$ cat src/hdl/fpca_pkg.sv
// ----------------------------------------------------------------------------
// Complex ALU package
// Shared types, operation codes and widths for the fixed-point complex ALU.
// ----------------------------------------------------------------------------
package fpca_pkg;

    // Widths of the datapath
    localparam int OperW = 32;
    localparam int DataW = 64;
    localparam int FracW = 5;
    localparam int MagW  = 16;

    // Fraction bits after reset
    localparam logic [FracW-1:0] FracReset = 5'd15;

    // Operation codes
    localparam logic [2:0] OP_ADD = 3'd0;
    localparam logic [2:0] OP_SUB = 3'd1;
    localparam logic [2:0] OP_MUL = 3'd2;
    localparam logic [2:0] OP_DIV = 3'd3;
    localparam logic [2:0] OP_MAG = 3'd4;

    // Register indexes on the configuration port
    localparam logic REG_FRAC_BITS = 1'b0;

    // One input beat
    typedef struct packed {
        logic [2:0]              operation;
        logic signed [OperW-1:0] a_real;
        logic signed [OperW-1:0] a_imag;
        logic signed [OperW-1:0] b_real;
        logic signed [OperW-1:0] b_imag;
    } in_item_t;

    // One result beat
    typedef struct packed {
        logic signed [DataW-1:0] res_real;
        logic signed [DataW-1:0] res_imag;
        logic [MagW-1:0]         magnitude;
    } out_item_t;

endpackage

$ cat src/hdl/fpca_div.sv
// ----------------------------------------------------------------------------
// Iterative unsigned divider
// Restoring division of two 64-bit unsigned values, one quotient bit a cycle.
// ----------------------------------------------------------------------------
module fpca_div (
    input  logic                        clk,
    input  logic                        rst_n,
    input  logic                        start,
    input  logic [fpca_pkg::DataW-1:0]  dividend,
    input  logic [fpca_pkg::DataW-1:0]  divisor,
    output logic                        done,
    output logic [fpca_pkg::DataW-1:0]  quotient
);

    localparam int CntW = $clog2(fpca_pkg::DataW);

    logic                        busy_reg;
    logic                        done_reg;
    logic [CntW-1:0]             cnt_reg;
    logic [fpca_pkg::DataW:0]    rem_reg;
    logic [fpca_pkg::DataW-1:0]  quo_reg;
    logic [fpca_pkg::DataW-1:0]  dsr_reg;
    logic [fpca_pkg::DataW:0]    rem_shift;
    logic [fpca_pkg::DataW:0]    rem_diff;
    logic                        fits;

    // Shift in the next dividend bit and try the subtraction
    always_comb
    begin
        rem_shift = {rem_reg[fpca_pkg::DataW-1:0], quo_reg[fpca_pkg::DataW-1]};
        rem_diff  = rem_shift - {1'b0, dsr_reg};
        fits      = (rem_shift >= {1'b0, dsr_reg});
    end

    // Control: count the quotient bits and flag the last one
    always_ff @(posedge clk or negedge rst_n)
    begin
        if (!rst_n)
        begin
            busy_reg <= 1'b0;
            done_reg <= 1'b0;
            cnt_reg  <= '0;
        end
        else
        begin
            done_reg <= 1'b0;
            if (!busy_reg && start)
            begin
                busy_reg <= 1'b1;
                cnt_reg  <= '0;
            end
            else if (busy_reg)
            begin
                cnt_reg <= cnt_reg + 1'b1;
                if (cnt_reg == CntW'(fpca_pkg::DataW - 1))
                begin
                    busy_reg <= 1'b0;
                    done_reg <= 1'b1;
                end
            end
        end
    end

    // Datapath: partial remainder and quotient shift together
    always_ff @(posedge clk)
    begin
        if (!busy_reg && start)
        begin
            rem_reg <= '0;
            quo_reg <= dividend;
            dsr_reg <= divisor;
        end
        else if (busy_reg)
        begin
            rem_reg <= fits ? rem_diff : rem_shift;
            quo_reg <= {quo_reg[fpca_pkg::DataW-2:0], fits};
        end
    end

    assign done     = done_reg;
    assign quotient = quo_reg;

endmodule

$ cat config.mk
export PLATFORM = sky130hd
export DESIGN_NAME = fpca_div
export DESIGN_NICKNAME = d
export VERILOG_FILES = /design/src/hdl/fpca_pkg.sv /design/src/hdl/fpca_div.sv
export SDC_FILE = /design/constraint.sdc
export NUM_CORES = 1
export LEC_CHECK = 0
export BUFFER_PORTS_ARGS = -buffer_cell sky130_fd_sc_hd__buf_2
export CORE_MARGIN = 10
export CORE_UTILIZATION = 58
export CTS_CLUSTER_DIAMETER = 200
export DETAILED_ROUTE_END_ITERATION = 6
export PLACE_DENSITY = 0.92
export SYNTH_ARGS = -nofsm -noshare
export SYNTH_HDL_FRONTEND = slang
export SYNTH_SLANG_ARGS = --single-unit
$ cat constraint.sdc
create_clock -name clk -period 4.1 [get_ports clk]
set_input_delay 0.82 -clock clk [delete_from_list [all_inputs] [get_ports clk]]
set_output_delay 0.82 -clock clk [all_outputs]
set_load 0.01 [all_outputs]
=== After elaboration in Yosys (flattened, before gate mapping) ===
Index checks and enable logic that the tools add are counted.
Widths: inputs -> output; s select.

* Output and inout bits: 65
* Register bits after elaboration: 200
* Input bits: 131
* Word-level logic and storage cells: 24

* Equal/unequal tests: 1
* Muxes and demuxes: 11
* Reduce and logical (&&, ||, !) cells: 3
* Add/sub/neg operators: 2
* $lt $le $gt $ge: 1

{| class="wikitable"
|+ Operators by type and width
! operator !! count
|-
| $mux 64 || 3
|-
| $ge 65x64->1 || 1
|-
| $sub 64x64->64 || 1
|-
| $mux 6 || 2
|-
| $add 6x1->6 const B || 1
|-
| $eq 6x6->1 const B || 1
|-
| $mux 1 || 6
|-
| $reduce_bool 2->1 || 1
|-
| $logic_and 1x1->1 || 1
|-
| $logic_not 1->1 || 1
|}

=== Depth between registers and ports, before layout ===
Gate-level depths: netlist of run 1.

* Depth after elaboration: 4
* Gate-level depth with buffers: 15
* Gate-level depth less buffers: 12

=== Worst setup path before layout of run 1 ===
Ideal clock, no wire load.

* Path kind: input to register
* From: input start
* To: register dsr_reg[0] in the netlist's numbering (enable)
* Arrival time: 2.997 ns
* Library setup time: 0.453 ns
* Path buffers: 1
* Data required time: 3.647 ns
* Setup slack: 0.650 ns
* Stages on the path: 3
* Cells stage by stage: nand2_1 > inv_2 > buf_1

* Longest elaborated chain between the ends: 1

{| class="wikitable"
|+ RTL lines
! item !! RTL line !! RTL
|-
| from (decl) || fpca_div.sv:8 || <nowiki>input logic start,</nowiki>
|-
| $logic_and 1x1->1 || fpca_div.sv:67 || <nowiki>if (!busy_reg && start)</nowiki>
|-
| to (signal assigned) || fpca_div.sv:71 || <nowiki>dsr_reg <= divisor;</nowiki>
|-
| to (decl) || fpca_div.sv:22 || <nowiki>logic [fpca_pkg::DataW-1:0] dsr_reg;</nowiki>
|}

Every way passes these cells.
A chain may end at the register's enable or synchronous reset.

=== Final worst setup path of run 1 ===
* From: register dsr_reg[32] in the netlist's numbering
* To: register rem_reg[48] in the netlist's numbering

* Longest elaborated chain between the ends: 2
* Elaborated cells on any way between the ends: 3
* Classes of those cells: add/sub: 1; order compare: 1; mux: 1

{| class="wikitable"
|+ RTL lines
! item !! RTL line !! RTL
|-
| $sub 64x64->64 / $ge 65x64->1 (equally long branches) || fpca_div.sv:31, fpca_div.sv:32 ||
|-
| $mux 64 * || fpca_div.sv:75 || <nowiki>rem_reg <= fits ? rem_diff : rem_shift;</nowiki>
|-
| to (signal assigned) || fpca_div.sv:75 ||
|-
| to (decl) || fpca_div.sv:20 || <nowiki>logic [fpca_pkg::DataW:0] rem_reg;</nowiki>
|}

Mark *: on every way between the ends. The rest lies on a longest branch, timed or not.

==> impl_metrics.py, run 1 <==
metrics = {
    "worst_setup_path": {
        "reg2reg_from": "dsr_reg[32]",
        "r2r_slack_ns": 0.57,
        "crit_path_max_fanout": 13,
        "worstSetupStartpoint": "dsr_reg[32]",
        "endpoint_kind": "flop",
        "path_class": "flop to flop",
        "cp.required_ns": 4.47,
        "cp-start-kind": "flop",
        "worstPathArrival_ns": 3.91,
    },
    "clocking": {
        "path_clk_slew_ns": 0.08,
        "htreeDepth": 4,
        "cts_max_path_buffers": 2,
        "root_buffer": "clkbuf_16",
        "cts.repair.resized": 0,
        "clock_latency_ns": 0.46,
        "cts_sinks": 200,
        "holdBufCountCts": 0,
        "cts_tree": "yes",
        "post_cts_buffers": 0,
        "numCtsBuffers": 17,
    },
    "logic_synthesis": {
        "syn-mean-instance-area_um2": 8.77,
        "syn-num-nets": 1561,
        "yosys_warnings": 0,
        "synth_common_cells": "nand2_1, edfxtp_1, a21oi_1",
        "synth-async-reset-ratio_pct": 4.00,
        "synth_edf_count": 128,
        "synth_top_area_cell": "edfxtp_1",
        "yosysMostFrequentCell": "nand2_1",
        "synth-seq-area-share_pct": 44.5,
        "syn_area_um2": 12000,
        "synth_cell_types": 65,
        "synth_top_flop_cell": "edfxtp_1",
        "synthTopCellsByArea": "edfxtp_1, dfxtp_1, nand2_1",
        "syn_inst": 1364,
        "synth_seq_cells": 200,
        "yosysTopAreaCellShare_pct": 32.1,
    },
    "route": {
        "first_iter_violations": 919,
        "drc_errors": 0,
        "post_drt_wl_per_cell_um": 18.6,
        "vias": 10645,
        "ant_nets": 0,
        "via_per_inst": 5.94,
        "dr.pass1.iters": 6,
        "wirelength_um": 33300,
    },
    "finish": {
        "post-route-util_pct": 67.5,
        "area_growth_pct": 14.2,
        "layout-drive-gt1-share_pct": 16.6,
        "fin_nets": 1706,
        "num_antenna_cells": 0,
    },
    "global_routing": {
        "grt_max_degree": 72,
        "gr-usage-all-layers_pct": 24.7,
        "grt_pass1_wl_um": 53800,
        "grt_pass1_vias": 10493,
        "gr-total-overflow": 0,
        "antenna_found_initial": 1,
    },
    "sta": {
        "slew_violations": 0,
        "fin_crit_ns": 3.53,
        "rsz0062_at_grt": "no",
        "worst_hold_slack_ns": 0.198,
        "timing.setup.tns_ns": 0,
        "worstMarginPinSlew_ns": 0.788,
        "setup_violations": 0,
        "fin_skew_ns": 0.0157,
        "min_period_over_period_pct": 86.2,
        "report.final.hold_viol_count": 0,
        "max_slew_margin_pct": 46.9,
        "max_freq_ghz": 0.283,
        "fin_ws_ns": 0.566,
    },
    "power": {
        "p_seq_share_pct": 31.3,
        "swShare_pct": 44.7,
        "powerDensity_nw_per_um2": 830,
        "power_frac_clock_pct": 15.3,
        "ir_drop_uv": 429,
        "power.net_switching_uw": 5080,
        "p_int_uw": 6270,
        "cellLeakagePower_uw": 0.00608,
        "p_comb_share_pct": 53.3,
    },
    "floorplan": {
        "die_h_um": 164,
        "die_w_um": 164,
        "ioPinCount": 196,
        "dieArea_um2": 26800,
        "fp.coreArea_um2": 20200,
        "start_util_pct": 59.1,
        "rows": 52,
    },
    "job": {
        "drv_cap": 0,
    },
    "min_path": {
        "hold_path_class": "input port to async pin",
    },
    "placed_design": {
        "io_buffers": 195,
        "place_ws_ns": 0.673,
        "hpwl_um": 24800,
        "place.gp.congestion": 0.942,
    },
    "outcome": {
        "outcome": "completed",
    },
}
==> path summary, 6_finish.rpt <==
path                          endpoint  cells past startpoint
hold reg to reg            rem_reg[18]                      2
hold / removal              cnt_reg[1]                      1
setup reg to reg           rem_reg[48]                     12
min in group clk           rem_reg[18]                      2
setup / recovery           rem_reg[48]                     12
max in group asynchronous   cnt_reg[2]                      1
==> power by group through the flow <==
stage	logic [uW]	registers (uW)	clock network [uW]
after floorplan	4230	3630	0
after global placement	5700	3550	0
after detailed placement	5920	3570	0
after CTS	5960	3550	1760
after global routing	6710	3640	1840
final	6050	3550	1740
==> layout by cell type (no fill, tap or decap), drive strengths merged, types with 6 or more instances in the layout <==
master  synthesis  final
buf            26    208
edfxtp        128    128
a31oi           9      9
o21a           12     12
dfrtp           8      8
a21o           34     34
o21bai         21     21
o31ai           9      9
nand2         294    294
o21ai         102    102
nand3          16     16
a21oi         107    107
nor2b           7      7
inv            85     92
or3             8      8
clkbuf         56     18
a22oi          18     18
xnor2          33     33
clkinv          1      8
a21boi          7      7
nor3           18     18
and2            6      6
nor2           61     61
xor2           25     25
ha             65     65
mux2i          20     20
a211oi         12     12
o211ai         11     11
dfxtp          64     64
nand4          39     39
==> critical path, stage by stage (launching register included) <==
cell      delay (ns)
edfxtp_1        0.35
inv_1           0.05
ha_1            0.40
a2111o_1        0.48
a211oi_1        0.27
nor3_1          0.09
a211oi_1        0.28
and2_1          0.32
o211ai_2        0.16
nor2_1          0.54
buf_4           0.33
a22oi_1         0.09
o21ai_0         0.11
==> layer usage <==
metal  GRT usage [%]  up-vias  part of all wire [%]
li1                -     5125                     -
met1            30.4     4943                    40
met2            39.4      502                    46
met3            8.68       73                    11
met4            8.94        2                   2.6
met5               0        -                 0.039
==> through the flow <==
step	cells	power [uW]	area [um2]
6_report	1792	11300	13700
5_1_grt	1792	12200	13700
4_1_cts	1792	11300	13700
3_5_place_dp	1760	9490	13000
3_3_place_gp	1760	9250	13000
2_1_floorplan	1364	7860	12000
==> layout make-up <==
type / count / area (um2)
inverter: 86 / 325
sequential: 200 / 5330
timing repair buffer: 208 / 1090
fill: 1598 / 6570
clock inverter: 14 / 193
clock buffer: 18 / 429
tap: 270 / 338
multi-input combinational: 996 / 5970
==> cells by family after synthesis <==
kind of cell	synth area share, %
xor gates and xnor gates	4.25
buffers and inverters	5.68
and+or+nand+nor	17.0
adders and majority gates	6.97
DFF	44.5
muxes	1.67
AOI/OAI and AO/OA	19.9
(Power assumes the default switching activity.)
==> run 2, diff against run 1 <==
--- a/config.mk
+++ b/config.mk
@@ -6,7 +6,8 @@
 export NUM_CORES = 1
 export LEC_CHECK = 0
 export BUFFER_PORTS_ARGS = -buffer_cell sky130_fd_sc_hd__buf_2
-export CORE_MARGIN = 10
+export CORE_ASPECT_RATIO = 1.75
+export CORE_MARGIN = 3
 export CORE_UTILIZATION = 58
 export CTS_CLUSTER_DIAMETER = 200
 export DETAILED_ROUTE_END_ITERATION = 6
==> impl_metrics.py, run 2 (same netlist as run 1, synthesis figures left out) <==
metrics = {
    "outcome": {
        "outcome": "complete, but fails checks",
        "violations": "design-rule violations",
    },
    "power": {
        "p_int_uw": 6270,
        "power_frac_clock_pct": 14.8,
        "p_seq_share_pct": 31.5,
        "power.net_switching_uw": 5100,
        "swShare_pct": 44.8,
        "p_total_uw": 11400,
        "cellLeakagePower_uw": 0.00606,
        "ir_drop_uv": 565,
        "p_comb_share_pct": 53.6,
        "powerDensity_nw_per_um2": 837,
    },
    "sta": {
        "worst_hold_slack_ns": 0.190,
        "worstMarginPinSlew_ns": 0.917,
        "fin_ws_ns": 0.478,
        "rsz0062_at_grt": "no",
        "fin_skew_ns": 0.0165,
        "min_period_over_period_pct": 88.4,
        "report.final.hold_viol_count": 0,
        "setup_violations": 0,
        "slew_violations": 0,
        "fin_crit_ns": 3.62,
        "max_slew_margin_pct": 38.3,
        "max_freq_ghz": 0.276,
        "timing.setup.tns_ns": 0,
    },
    "clocking": {
        "htreeDepth": 4,
        "post_cts_buffers": 0,
        "clock_latency_ns": 0.46,
        "cts.repair.resized": 0,
        "path_clk_slew_ns": 0.08,
        "cts_sinks": 200,
        "cts_max_path_buffers": 2,
        "holdBufCountCts": 0,
        "root_buffer": "clkbuf_16",
        "cts_tree": "yes",
        "numCtsBuffers": 17,
    },
    "worst_setup_path": {
        "crit_slowest_cell": "o211a_1",
        "cp-start-kind": "flop",
        "path_class": "flop to flop",
        "slowest_delay_ns": 0.52,
        "cp.required_ns": 4.43,
        "endpoint_kind": "flop",
        "crit_path_max_fanout": 33,
        "worstPathArrival_ns": 3.96,
        "path_cells": "ha_1 -> a2111o_1 -> a211oi_1 -> nor3_1 -> a211oi_1 -> and2_1 -> o211a_1 -> buf_4 -> nor3_1 -> a21oi_1 -> o21ai_0",
    },
    "finish": {
        "mostFrequentLayoutCell": "nand2_1",
        "area_growth_pct": 13.6,
        "fillers": 1533,
        "mostFrequentLayoutCells": "nand2_1, buf_2, edfxtp_1",
        "fin_nets": 1708,
        "layout-drive-gt1-share_pct": 16.6,
        "instances_no_fill": 1770,
    },
    "floorplan": {
        "ioPinCount": 196,
        "die_h_um": 196,
        "fp.coreArea_um2": 20000,
        "dieArea_um2": 22400,
        "start_util_pct": 59.8,
        "rows": 68,
        "die_w_um": 115,
    },
    "route": {
        "via_per_inst": 6.18,
        "vias": 10947,
        "wirelength_um": 34200,
        "drc_errors": 1,
        "first_iter_violations": 999,
        "post_drt_wl_per_cell_um": 19.3,
        "ant_nets": 0,
        "dr.pass1.iters": 7,
    },
    "global_routing": {
        "grt_pass1_vias": 11085,
        "gr-usage-all-layers_pct": 30.6,
        "grt_pass1_wl_um": 54500,
        "grt_max_degree": 68,
        "antenna_found_initial": 2,
        "gr-total-overflow": 0,
    },
    "placed_design": {
        "place_ws_ns": 0.571,
        "place.gp.congestion": 0.970,
        "hpwl_um": 25300,
        "io_buffers": 195,
        "dpl.cell_count": 1737,
    },
    "min_path": {
        "hold_path_class": "input port to async pin",
    },
    "job": {
        "drv_cap": 0,
    },
}
## run 2: changes by cell type in the layout (fill, tap and decap cells not counted)
cell,change
inv_12,-2
inv_8,+2
clkinv_4,+2
buf_12,-1
buf_4,+3
clkinvlp_4,+3
diode_2,+1
bufinv_16,+1
clkinv_2,+2
clkinv_1,+1
clkinv_8,-6
inv_6,-3
## run 2: power groups by stage
stage	clock network, uW	registers [uW]	logic [uW]
final	1690	3590	6100
after global routing	1770	3670	6720
after CTS	1690	3570	6000
after detailed placement	0	3580	5950
after global placement	0	3570	5760
after floorplan	0	3630	4230
## run 2: worst max-delay path, delay by kind of cell (launching register included)
| kind | cells | cell delay, ns |
|---|---|---|
| buf+inv | 1 | 0.44 |
| simple gates | 3 | 0.51 |
| flops | 1 | 0.34 |
| compound gates | 6 | 1.75 |
| fa+ha+maj | 1 | 0.43 |
## run 2: cell type report
| type | count | area [um2] | share of cell area [%] |
|---|---|---|---|
| Multi-Input combinational cell | 996 | 5970 | 43.9 |
| Sequential cell | 200 | 5330 | 39.2 |
| Timing Repair Buffer | 210 | 1090 | 8.01 |
| Clock buffer | 18 | 429 | 3.16 |
| Inverter | 86 | 325 | 2.39 |
| Tap cell | 245 | 307 | 2.26 |
| Clock inverter | 14 | 143 | 1.05 |
| Antenna cell | 1 | 2.50 | 0.0184 |
## run 2: routing by layer
| metal | vias up | part of all wire (%) | global-route usage (%) |
|---|---|---|---|
| met4 | 2 | 6.4 | 18.8 |
| met3 | 161 | 5.4 | 5.00 |
| met1 | 5139 | 35 | 32.4 |
| met5 | - | 0.038 | 0 |
| met2 | 513 | 53 | 55.3 |
| li1 | 5132 | - | - |
## run 2: path summary, 6_finish.rpt
kind	start	to	slack, ns	depth (start not counted)
setup / recovery	rem_reg[31]	rem_reg[2]	0.48	11
hold / removal	rst_n	cnt_reg[4]	0.19	1
setup reg to reg	rem_reg[31]	rem_reg[2]	0.48	11
hold reg to reg	rem_reg[25]	rem_reg[25]	0.47	2
max in group asynchronous	rst_n	cnt_reg[3]	3.74	1
min in group clk	rem_reg[25]	rem_reg[25]	0.47	2
## run 2: through the flow
| stage | utilization (%) | area (um2) |
|---|---|---|
| 6_report | 67.9 | 13600 |
| 5_1_grt | 67.9 | 13600 |
| 4_1_cts | 67.9 | 13600 |
| 3_5_place_dp | 65.1 | 13000 |
| 3_3_place_gp | 65.1 | 13000 |
| 2_1_floorplan | - | 12000 |
